### src/rtl/core/cls_pkg.sv
package cls_pkg;

  // field widths of the stream items
  localparam int unsigned OPCODE_BITS = 2;
  localparam int unsigned POS_BITS    = 6;
  localparam int unsigned VALUE_BITS  = 32;
  localparam int unsigned STATUS_BITS = 2;
  localparam int unsigned COUNT_BITS  = 7;

  typedef enum logic [OPCODE_BITS-1:0] {
    OP_APPEND = 2'd0,
    OP_REMOVE = 2'd1,
    OP_READ   = 2'd2
  } opcode_e;

  typedef enum logic [STATUS_BITS-1:0] {
    ST_OK        = 2'd0,
    ST_BAD_INDEX = 2'd1,
    ST_FULL      = 2'd2
  } status_e;

  // ram read address source
  typedef enum logic [1:0] {
    RD_POS       = 2'd0,
    RD_POS_NEXT  = 2'd1,
    RD_CUR_NEXT2 = 2'd2
  } rd_sel_e;

  // ram write address and data source
  typedef enum logic {
    WR_APPEND = 1'b0,
    WR_SHIFT  = 1'b1
  } wr_sel_e;

  // result word source
  typedef enum logic [1:0] {
    RES_ZERO  = 2'd0,
    RES_ONES  = 2'd1,
    RES_RDATA = 2'd2
  } res_sel_e;

  typedef struct packed {
    logic     rd_en;
    rd_sel_e  rd_sel;
    logic     wr_en;
    wr_sel_e  wr_sel;
    logic     cur_load;
    logic     cur_inc;
    logic     cnt_inc;
    logic     cnt_dec;
    logic     stage_load;
    res_sel_e res_sel;
    status_e  res_status;
  } cmd_t;

  typedef struct packed {
    logic stage_full;
    logic full;
    logic pos_bad;
    logic rem_last;
    logic shift_last;
  } sts_t;

endpackage

### src/rtl/core/cls_ram.sv
module cls_ram #(
  parameter int unsigned WIDTH = 32,
  parameter int unsigned DEPTH = 64
) (
  input  logic                     clk_i,
  input  logic                     wr_en_i,
  input  logic [$clog2(DEPTH)-1:0] wr_addr_i,
  input  logic [WIDTH-1:0]         wr_data_i,
  input  logic                     rd_en_i,
  input  logic [$clog2(DEPTH)-1:0] rd_addr_i,
  output logic [WIDTH-1:0]         rd_data_o
);

  logic [WIDTH-1:0] mem_q [DEPTH];
  logic [WIDTH-1:0] rd_data_q;

  always_ff @(posedge clk_i) begin
    if (wr_en_i) begin
      mem_q[wr_addr_i] <= wr_data_i;
    end
    if (rd_en_i) begin
      rd_data_q <= mem_q[rd_addr_i];
    end
  end

  assign rd_data_o = rd_data_q;

endmodule

### src/rtl/core/cls_ctrl.sv
module cls_ctrl (
  input  logic                              clk_i,
  input  logic                              rst_ni,
  input  logic                              in_valid_i,
  output logic                              in_ready_o,
  input  logic [cls_pkg::OPCODE_BITS-1:0]   opcode_i,
  input  cls_pkg::sts_t                     sts_i,
  output cls_pkg::cmd_t                     cmd_o
);

  typedef enum logic [2:0] {
    S_IDLE  = 3'b001,
    S_READ  = 3'b010,
    S_SHIFT = 3'b100
  } state_e;

  state_e state_q, state_d;
  logic   accept;

  assign in_ready_o = (state_q == S_IDLE) && !sts_i.stage_full;
  assign accept     = in_valid_i && in_ready_o;

  always_comb begin
    cmd_o            = '0;
    cmd_o.rd_sel     = cls_pkg::RD_POS;
    cmd_o.wr_sel     = cls_pkg::WR_APPEND;
    cmd_o.res_sel    = cls_pkg::RES_ZERO;
    cmd_o.res_status = cls_pkg::ST_OK;
    state_d          = state_q;
    case (state_q)
      S_IDLE: begin
        if (accept) begin
          case (cls_pkg::opcode_e'(opcode_i))
            cls_pkg::OP_APPEND: begin
              cmd_o.stage_load = 1'b1;
              if (sts_i.full) begin
                cmd_o.res_status = cls_pkg::ST_FULL;
              end else begin
                cmd_o.wr_en   = 1'b1;
                cmd_o.cnt_inc = 1'b1;
              end
            end
            cls_pkg::OP_READ: begin
              if (sts_i.pos_bad) begin
                cmd_o.stage_load = 1'b1;
                cmd_o.res_sel    = cls_pkg::RES_ONES;
                cmd_o.res_status = cls_pkg::ST_BAD_INDEX;
              end else begin
                cmd_o.rd_en = 1'b1;
                state_d     = S_READ;
              end
            end
            cls_pkg::OP_REMOVE: begin
              if (sts_i.pos_bad) begin
                cmd_o.stage_load = 1'b1;
                cmd_o.res_status = cls_pkg::ST_BAD_INDEX;
              end else if (sts_i.rem_last) begin
                // removing the tail entry needs no shifting
                cmd_o.cnt_dec    = 1'b1;
                cmd_o.stage_load = 1'b1;
              end else begin
                cmd_o.cur_load = 1'b1;
                cmd_o.rd_en    = 1'b1;
                cmd_o.rd_sel   = cls_pkg::RD_POS_NEXT;
                state_d        = S_SHIFT;
              end
            end
            default: begin
              cmd_o.stage_load = 1'b1;
              cmd_o.res_status = cls_pkg::ST_BAD_INDEX;
            end
          endcase
        end
      end
      S_READ: begin
        cmd_o.stage_load = 1'b1;
        cmd_o.res_sel    = cls_pkg::RES_RDATA;
        state_d          = S_IDLE;
      end
      S_SHIFT: begin
        // write the entry fetched last cycle one place down, fetch the next
        cmd_o.wr_en   = 1'b1;
        cmd_o.wr_sel  = cls_pkg::WR_SHIFT;
        cmd_o.cur_inc = 1'b1;
        if (sts_i.shift_last) begin
          cmd_o.cnt_dec    = 1'b1;
          cmd_o.stage_load = 1'b1;
          state_d          = S_IDLE;
        end else begin
          cmd_o.rd_en  = 1'b1;
          cmd_o.rd_sel = cls_pkg::RD_CUR_NEXT2;
        end
      end
      default: begin
        state_d = S_IDLE;
      end
    endcase
  end

  always_ff @(posedge clk_i or negedge rst_ni) begin
    if (!rst_ni) begin
      state_q <= S_IDLE;
    end else begin
      state_q <= state_d;
    end
  end

endmodule

### src/rtl/core/cls_dpath.sv
module cls_dpath #(
  parameter int unsigned DEPTH     = 64,
  parameter int unsigned WORD_BITS = 32
) (
  input  logic                              clk_i,
  input  logic                              rst_ni,
  input  cls_pkg::cmd_t                     cmd_i,
  output cls_pkg::sts_t                     sts_o,
  input  logic [cls_pkg::POS_BITS-1:0]      position_i,
  input  logic signed [cls_pkg::VALUE_BITS-1:0] value_i,
  output logic                              out_valid_o,
  input  logic                              out_ready_i,
  output logic signed [cls_pkg::VALUE_BITS-1:0] read_word_o,
  output logic [cls_pkg::STATUS_BITS-1:0]   status_o,
  output logic [cls_pkg::COUNT_BITS-1:0]    entry_count_o
);

  localparam int unsigned AW   = $clog2(DEPTH);
  localparam int unsigned CW   = $clog2(DEPTH + 1);
  localparam int unsigned CMPW = ((CW > cls_pkg::POS_BITS) ? CW : cls_pkg::POS_BITS) + 1;

  logic [CW-1:0]   count_q, count_d;
  logic [AW-1:0]   cur_q, cur_d;
  logic [CMPW-1:0] pos_ext, pos_nxt, count_ext, cur_ext;

  logic                 rd_en;
  logic [AW-1:0]        rd_addr, wr_addr;
  logic [WORD_BITS-1:0] wr_data, rd_data;

  logic signed [cls_pkg::VALUE_BITS-1:0] res_word;

  logic signed [cls_pkg::VALUE_BITS-1:0] stage_word_q, out_word_q;
  cls_pkg::status_e                      stage_status_q, out_status_q;
  logic [cls_pkg::COUNT_BITS-1:0]        stage_cnt_q, out_cnt_q;
  logic                                  stage_valid_q, stage_valid_d;
  logic                                  out_valid_q, out_valid_d;
  logic                                  out_move;

  assign pos_ext   = CMPW'(position_i);
  assign pos_nxt   = pos_ext + CMPW'(1);
  assign count_ext = CMPW'(count_q);
  assign cur_ext   = CMPW'(cur_q);

  assign sts_o.stage_full = stage_valid_q;
  assign sts_o.full       = (count_q == CW'(DEPTH));
  assign sts_o.pos_bad    = (pos_ext >= count_ext);
  assign sts_o.rem_last   = (pos_nxt == count_ext);
  assign sts_o.shift_last = ((cur_ext + CMPW'(2)) == count_ext);

  always_comb begin
    case (cmd_i.rd_sel)
      cls_pkg::RD_POS:       rd_addr = pos_ext[AW-1:0];
      cls_pkg::RD_POS_NEXT:  rd_addr = pos_nxt[AW-1:0];
      cls_pkg::RD_CUR_NEXT2: rd_addr = cur_q + AW'(2);
      default:               rd_addr = pos_ext[AW-1:0];
    endcase
  end

  assign rd_en = cmd_i.rd_en;

  always_comb begin
    case (cmd_i.wr_sel)
      cls_pkg::WR_APPEND: begin
        wr_addr = count_q[AW-1:0];
        wr_data = WORD_BITS'(value_i);
      end
      cls_pkg::WR_SHIFT: begin
        wr_addr = cur_q;
        wr_data = rd_data;
      end
      default: begin
        wr_addr = cur_q;
        wr_data = rd_data;
      end
    endcase
  end

  cls_ram #(
    .WIDTH (WORD_BITS),
    .DEPTH (DEPTH)
  ) u_ram (
    .clk_i     (clk_i),
    .wr_en_i   (cmd_i.wr_en),
    .wr_addr_i (wr_addr),
    .wr_data_i (wr_data),
    .rd_en_i   (rd_en),
    .rd_addr_i (rd_addr),
    .rd_data_o (rd_data)
  );

  always_comb begin
    count_d = count_q;
    if (cmd_i.cnt_inc) begin
      count_d = count_q + CW'(1);
    end else if (cmd_i.cnt_dec) begin
      count_d = count_q - CW'(1);
    end
  end

  always_comb begin
    cur_d = cur_q;
    if (cmd_i.cur_load) begin
      cur_d = pos_ext[AW-1:0];
    end else if (cmd_i.cur_inc) begin
      cur_d = cur_q + AW'(1);
    end
  end

  // result word: zero, all ones, or the stored word sign-extended or cut to the 32-bit result
  always_comb begin
    case (cmd_i.res_sel)
      cls_pkg::RES_ZERO:  res_word = '0;
      cls_pkg::RES_ONES:  res_word = '1;
      cls_pkg::RES_RDATA: res_word = cls_pkg::VALUE_BITS'($signed(rd_data));
      default:            res_word = '0;
    endcase
  end

  // staging register in front of the output register
  assign out_move = stage_valid_q && (!out_valid_q || out_ready_i);

  always_comb begin
    stage_valid_d = stage_valid_q;
    if (cmd_i.stage_load) begin
      stage_valid_d = 1'b1;
    end else if (out_move) begin
      stage_valid_d = 1'b0;
    end
    out_valid_d = out_valid_q;
    if (out_move) begin
      out_valid_d = 1'b1;
    end else if (out_ready_i) begin
      out_valid_d = 1'b0;
    end
  end

  always_ff @(posedge clk_i or negedge rst_ni) begin
    if (!rst_ni) begin
      count_q       <= '0;
      stage_valid_q <= 1'b0;
      out_valid_q   <= 1'b0;
    end else begin
      count_q       <= count_d;
      stage_valid_q <= stage_valid_d;
      out_valid_q   <= out_valid_d;
    end
  end

  always_ff @(posedge clk_i) begin
    cur_q <= cur_d;
    if (cmd_i.stage_load) begin
      stage_word_q   <= res_word;
      stage_status_q <= cmd_i.res_status;
      stage_cnt_q    <= cls_pkg::COUNT_BITS'(count_d);
    end
    if (out_move) begin
      out_word_q   <= stage_word_q;
      out_status_q <= stage_status_q;
      out_cnt_q    <= stage_cnt_q;
    end
  end

  assign out_valid_o   = out_valid_q;
  assign read_word_o   = out_word_q;
  assign status_o      = out_status_q;
  assign entry_count_o = out_cnt_q;

`ifndef NO_ASSERTIONS
  a_count_range : assert property (@(posedge clk_i) disable iff (!rst_ni)
    count_q <= CW'(DEPTH))
    else $error("entry count beyond capacity");

  a_stage_free : assert property (@(posedge clk_i) disable iff (!rst_ni)
    cmd_i.stage_load |-> !stage_valid_q)
    else $error("result staged over a waiting one");

  a_append_count : assert property (@(posedge clk_i) disable iff (!rst_ni)
    cmd_i.cnt_inc |=> count_q == $past(count_q) + CW'(1))
    else $error("append did not grow the count");

  a_shift_inside : assert property (@(posedge clk_i) disable iff (!rst_ni)
    (cmd_i.wr_en && cmd_i.wr_sel == cls_pkg::WR_SHIFT) |-> (cur_ext + CMPW'(1) < count_ext))
    else $error("shift write outside the held entries");
`endif

endmodule

### src/rtl/core/compacting_list_store_core.sv
// channel  | dir | tdata (lsb up)                      | tuser
// s_axis   | in  | position[5:0], value[37:6]          | opcode[1:0]
// m_axis   | out | read_word[31:0], entry_count[38:32] | status[1:0]
//
// append and every rejected request: result goes through the staging and output registers
// read: result goes through the registered ram read, then the staging and output registers
// remove at p with n entries: entries p+1 to n-1 move one place down, one entry per
// cycle through the ram's single write port; a tail remove behaves like an append
// next transfer needs an idle controller and a drained staging register
// reset clears the count, controller state and valid flags; entry storage is left as it is
module compacting_list_store_core #(
  parameter int unsigned DEPTH     = 64,
  parameter int unsigned WORD_BITS = 32
) (
  input  logic        clk_i,
  input  logic        rst_ni,
  input  logic        s_axis_tvalid,
  output logic        s_axis_tready,
  input  logic [39:0] s_axis_tdata,   // position, value
  input  logic [1:0]  s_axis_tuser,   // opcode
  output logic        m_axis_tvalid,
  input  logic        m_axis_tready,
  output logic [39:0] m_axis_tdata,   // read_word, entry_count
  output logic [1:0]  m_axis_tuser    // status
);

  cls_pkg::cmd_t cmd;
  cls_pkg::sts_t sts;

  logic signed [cls_pkg::VALUE_BITS-1:0] read_word;
  logic [cls_pkg::COUNT_BITS-1:0]        entry_count;

  cls_ctrl u_ctrl (
    .clk_i      (clk_i),
    .rst_ni     (rst_ni),
    .in_valid_i (s_axis_tvalid),
    .in_ready_o (s_axis_tready),
    .opcode_i   (s_axis_tuser),
    .sts_i      (sts),
    .cmd_o      (cmd)
  );

  cls_dpath #(
    .DEPTH     (DEPTH),
    .WORD_BITS (WORD_BITS)
  ) u_dpath (
    .clk_i         (clk_i),
    .rst_ni        (rst_ni),
    .cmd_i         (cmd),
    .sts_o         (sts),
    .position_i    (s_axis_tdata[5:0]),
    .value_i       (s_axis_tdata[37:6]),
    .out_valid_o   (m_axis_tvalid),
    .out_ready_i   (m_axis_tready),
    .read_word_o   (read_word),
    .status_o      (m_axis_tuser),
    .entry_count_o (entry_count)
  );

  assign m_axis_tdata = {1'b0, entry_count, read_word};

endmodule
### config.mk
export PLATFORM = sky130hd
export DESIGN_NAME = compacting_list_store_core
export DESIGN_NICKNAME = d
export VERILOG_FILES = /design/src/rtl/core/cls_pkg.sv /design/src/rtl/core/cls_ram.sv /design/src/rtl/core/cls_ctrl.sv /design/src/rtl/core/cls_dpath.sv /design/src/rtl/core/compacting_list_store_core.sv
export SDC_FILE = /design/constraint.sdc
export NUM_CORES = 2
export LEC_CHECK = 0
export BUFFER_PORTS_ARGS = -buffer_cell sky130_fd_sc_hd__buf_2
export CORE_MARGIN = 4
export CORE_UTILIZATION = 50
export DETAILED_ROUTE_END_ITERATION = 10
export MAX_ROUTING_LAYER = met4
export PLACE_DENSITY = 0.63
export SLEW_MARGIN = 40
export SYNTH_ARGS = -nofsm -noshare
export SYNTH_HDL_FRONTEND = slang
export SYNTH_HIERARCHICAL = 1
export SYNTH_SLANG_ARGS = --single-unit
### constraint.sdc
create_clock -name clk_i -period 11.2 [get_ports clk_i]
set_input_delay 1.12 -clock clk_i [delete_from_list [all_inputs] [get_ports clk_i]]
set_output_delay 1.12 -clock clk_i [all_outputs]
set_load 0.02 [all_outputs]
==> metrics <==
metal3 WL 17.13 mm; gr ovfl total 0; Netlist cell types 56; outcome finished, final reports clean; Leakage Power 29.40 nW; r2r endpoint u_dpath/u_ram/rd_data_o[13]$_DFFE_PP_; die height 417.6 µm; switching portion of total power 0.2403; CTS tree yes; clock share of power 0.370; Gate power share 0.115; Psw 0.004304 W; Detail Route Antenna Nets 0; port bufs 86; via count of the first global-routing pass 39970; Synthesized Nets 3819; top cells by area, synth edfxtp_1 (78%), mux4_2 (15%), mux2i_1 (1.1%), nor2_1 (0.80%), o22ai_1 (0.65%); Core Util, Final 0.5653; Residual DRC 0; synthesized area 0.08390 mm²; most frequent cells in the layout edfxtp_1 (2168), mux4_2 (544), clkbuf_16 (211); asr flop ratio synth 0.005505; worst flop-to-flop path startpoint u_dpath/cur_q[1]$_DFFE_PP_; hold buffer count at cts 0; Syn. warnings 6; fmax 140.4 MHz; Post-synth EDFFs 2168; number of max-cap violations 0; sequential share of power 0.515; Routed WL per cell 32.98 µm; RSZ-0062 raised after global routing false; TritonCTS Buffers 209; Pint 0.01361 W; post-synth top area cell edfxtp_1; clk slew on worst S/H paths 0.06 ns; Setup crit start kind flop; Initial Utilization 0.5023; drt total wl 210.2 mm; Worst Path Arrival 7.69 ns; WL met1 82.69 mm; CTS sink count 2180; Max H-tree Level 4; Slowest cell on crit path o22ai_1; Top Ports 90; First-pass DRT Iterations 5; Slew Viols, Final 0; critical-path cell list ha_1 > xor2_1 > xnor2_1 > nand4_1 > nor4_1 > nand2b_1 > inv_1 > ha_1 > a221oi_1 > a21oi_4 > buf_12 > buf_16 > mux4_2 > mux4_2 > o22ai_1 > nor2_1; top layer in use met4; Area Overhead vs Synth 12.55%; Setup TNS Final 0 ns; critical path fanouts, max 63; Die ar. 0.1744 mm²; met2 WL 103.4 mm; Max clock buf depth 3; HPWL Detailed 113.5 mm; layout cells sized above 1 0.2849; final net count 4058; Final GP Congestion 0.8422; largest net degree at the start of global routing 123; CTS resizes 0; Power Dens Cells 189.7 mW/mm²; Required @ worst endpoint 11.77 ns; commonest non-fill, non-tap cell in the layout edfxtp_1; die width 417.6 µm; GRT Util Overall 0.2506; starting DRC count in detailed routing 4936; r2r worst-path depth 16; register bit total from synthesis 2180; Post-CTS Setup Inserts 0; crit path time final 7.125 ns; skew final 0.04476 ns; Max stage delay on crit path 0.79 ns; global-route wire length before repair 299.1 mm; worst skew pair latency 0.85 ns; Slew @ Worst Pin 0.9886 ns; Post-Synthesis Mean Instance Area 22.36 µm²; root buf cell clkbuf_16; Critical Path End Type flop; initial antenna violation count 6; Mapped Cells 3752; headroom to the max-slew limit 0.3409; vias per inst 6.250; total number of vias 39820; Final Cycle Share 0.6361; Yosys top cell area share 0.7760; Fillers 12240; core box area 0.1670 mm²; worst vdd ir 0.1707 mV; Hold Path Class in2async; Crit Path Category reg2reg; sequential area share after synthesis 0.7796; final hold vios 0; Setup violations, final 0; reg2reg setup slack 4.08 ns; num rows 150; Post-synth top flop edfxtp_1
## worst max-delay path: cells and delay by family (launching register included)
family / cells / cell delay [ns]
simple gates: 4 / 1.12
compound gates: 3 / 1.61
fa+ha+maj: 2 / 1.06
mux: 2 / 1.18
xor+xnor: 2 / 0.38
buf+inv: 3 / 0.89
flops: 1 / 0.52
## stage by stage
step	total power (W)	hold WS, ns	instance area (µm²)	setup WS, ns	instances
CTS	0.01800	0.1195	94280	4.102	6365
finish	0.01791	0.1677	94430	4.075	6372
global route	0.01850	0.1458	94430	3.596	6371
floorplan	0.01067	0.4003	83900	5.956	3752
detailed placement	0.01144	0.4045	87890	3.455	5978
global placement	0.01141	0.4044	87790	3.420	5975
## metal layers
metal,track usage,vias up
met3,0.04389,309
met2,0.3946,1763
met1,0.3396,21420
met4,0.07887,0
met5,-,-
li1,-,16330
## cells by family after synthesis
| logic type | share of synthesized area |
|---|---|
| multiplexers | 0.1617 |
| AND/OR/NAND/NOR | 0.01878 |
| flip-flops | 0.7796 |
| buffers and inverters | 0.01284 |
| XOR/XNOR | 0.003013 |
| other | 0.00004470 |
| AO/OA/AOI/OAI | 0.02094 |
| adder cells (fa/ha/maj) | 0.003132 |
## how the worst max path moves through the flow
stage | startpoint | to | slack, ns | cells past startpoint
2_1_floorplan | s_axis_tdata[0] | u_dpath/u_ram/rd_data_o[13]$_DFFE_PP_ | 5.96 | 21
3_3_place_gp | s_axis_tdata[0] | u_dpath/u_ram/rd_data_o[9]$_DFFE_PP_ | 3.42 | 19
3_5_place_dp | s_axis_tdata[0] | u_dpath/u_ram/rd_data_o[8]$_DFFE_PP_ | 3.46 | 21
4_1_cts | u_dpath/cur_q[1]$_DFFE_PP_ | u_dpath/u_ram/rd_data_o[8]$_DFFE_PP_ | 4.10 | 17
5_1_grt | u_dpath/cur_q[1]$_DFFE_PP_ | u_dpath/u_ram/rd_data_o[8]$_DFFE_PP_ | 3.60 | 18
6_report | u_dpath/cur_q[1]$_DFFE_PP_ | u_dpath/u_ram/rd_data_o[13]$_DFFE_PP_ | 4.08 | 16
## final cells by class
cell class	count	area, µm²	share of cell area
Sequential cell	2180	65400	0.6926
Clock inverter	126	890.9	0.009434
Inverter	19	71.32	0.0007553
Timing Repair Buffer	235	1764	0.01868
Multi-Input combinational cell	1346	18040	0.1911
Tap cell	2204	2758	0.02920
Clock buffer	261	5498	0.05822
Antenna cell	1	2.502	0.00002650
## registers in the layout, indices dropped and copies added, names as in the netlist
name / cells
u_dpath/stage_word_q: 32
u_ctrl/state_q: 3
u_dpath/u_ram/rd_data_o: 32
u_dpath/stage_cnt_q: 7
u_dpath/entry_count_o: 7
u_dpath/status_o: 2
u_dpath/out_valid_o: 1
u_dpath/stage_valid_q: 1
u_dpath/stage_status_q: 2
u_dpath/count_q: 7
u_dpath/u_ram/mem_q: 2048
u_dpath/cur_q: 6
u_dpath/read_word_o: 32
## power groups by stage
stage,Clock (W),Combinational (W),Sequential [W]
after floorplan,0,0.00127,0.00940
after global placement,0,0.00201,0.00940
after detailed placement,0,0.00204,0.00940
after CTS,0.00673,0.00204,0.00923
after global routing,0.00710,0.00217,0.00923
final,0.00663,0.00205,0.00923
## cell usage after synthesis (9+ instances only)
cell      number
edfxtp_1    2168
mux4_2       544
nor2_1       178
a21oi_1      105
mux2i_1       94
clkbuf_1      88
o22ai_1       87
buf_2         61
nand2_1       56
mux2_2        33
buf_4         30
o221ai_1      27
o21ai_0       26
buf_1         21
ha_1          21
nor2b_1       19
inv_1         18
xor2_1        14
a22oi_1       13
nand2b_1      13
xnor2_1       13
and3_1        11
dfrtp_1       11
nand3_1       11
nor3_1         9
No activity file was read; power rests on OpenSTA's default activity.
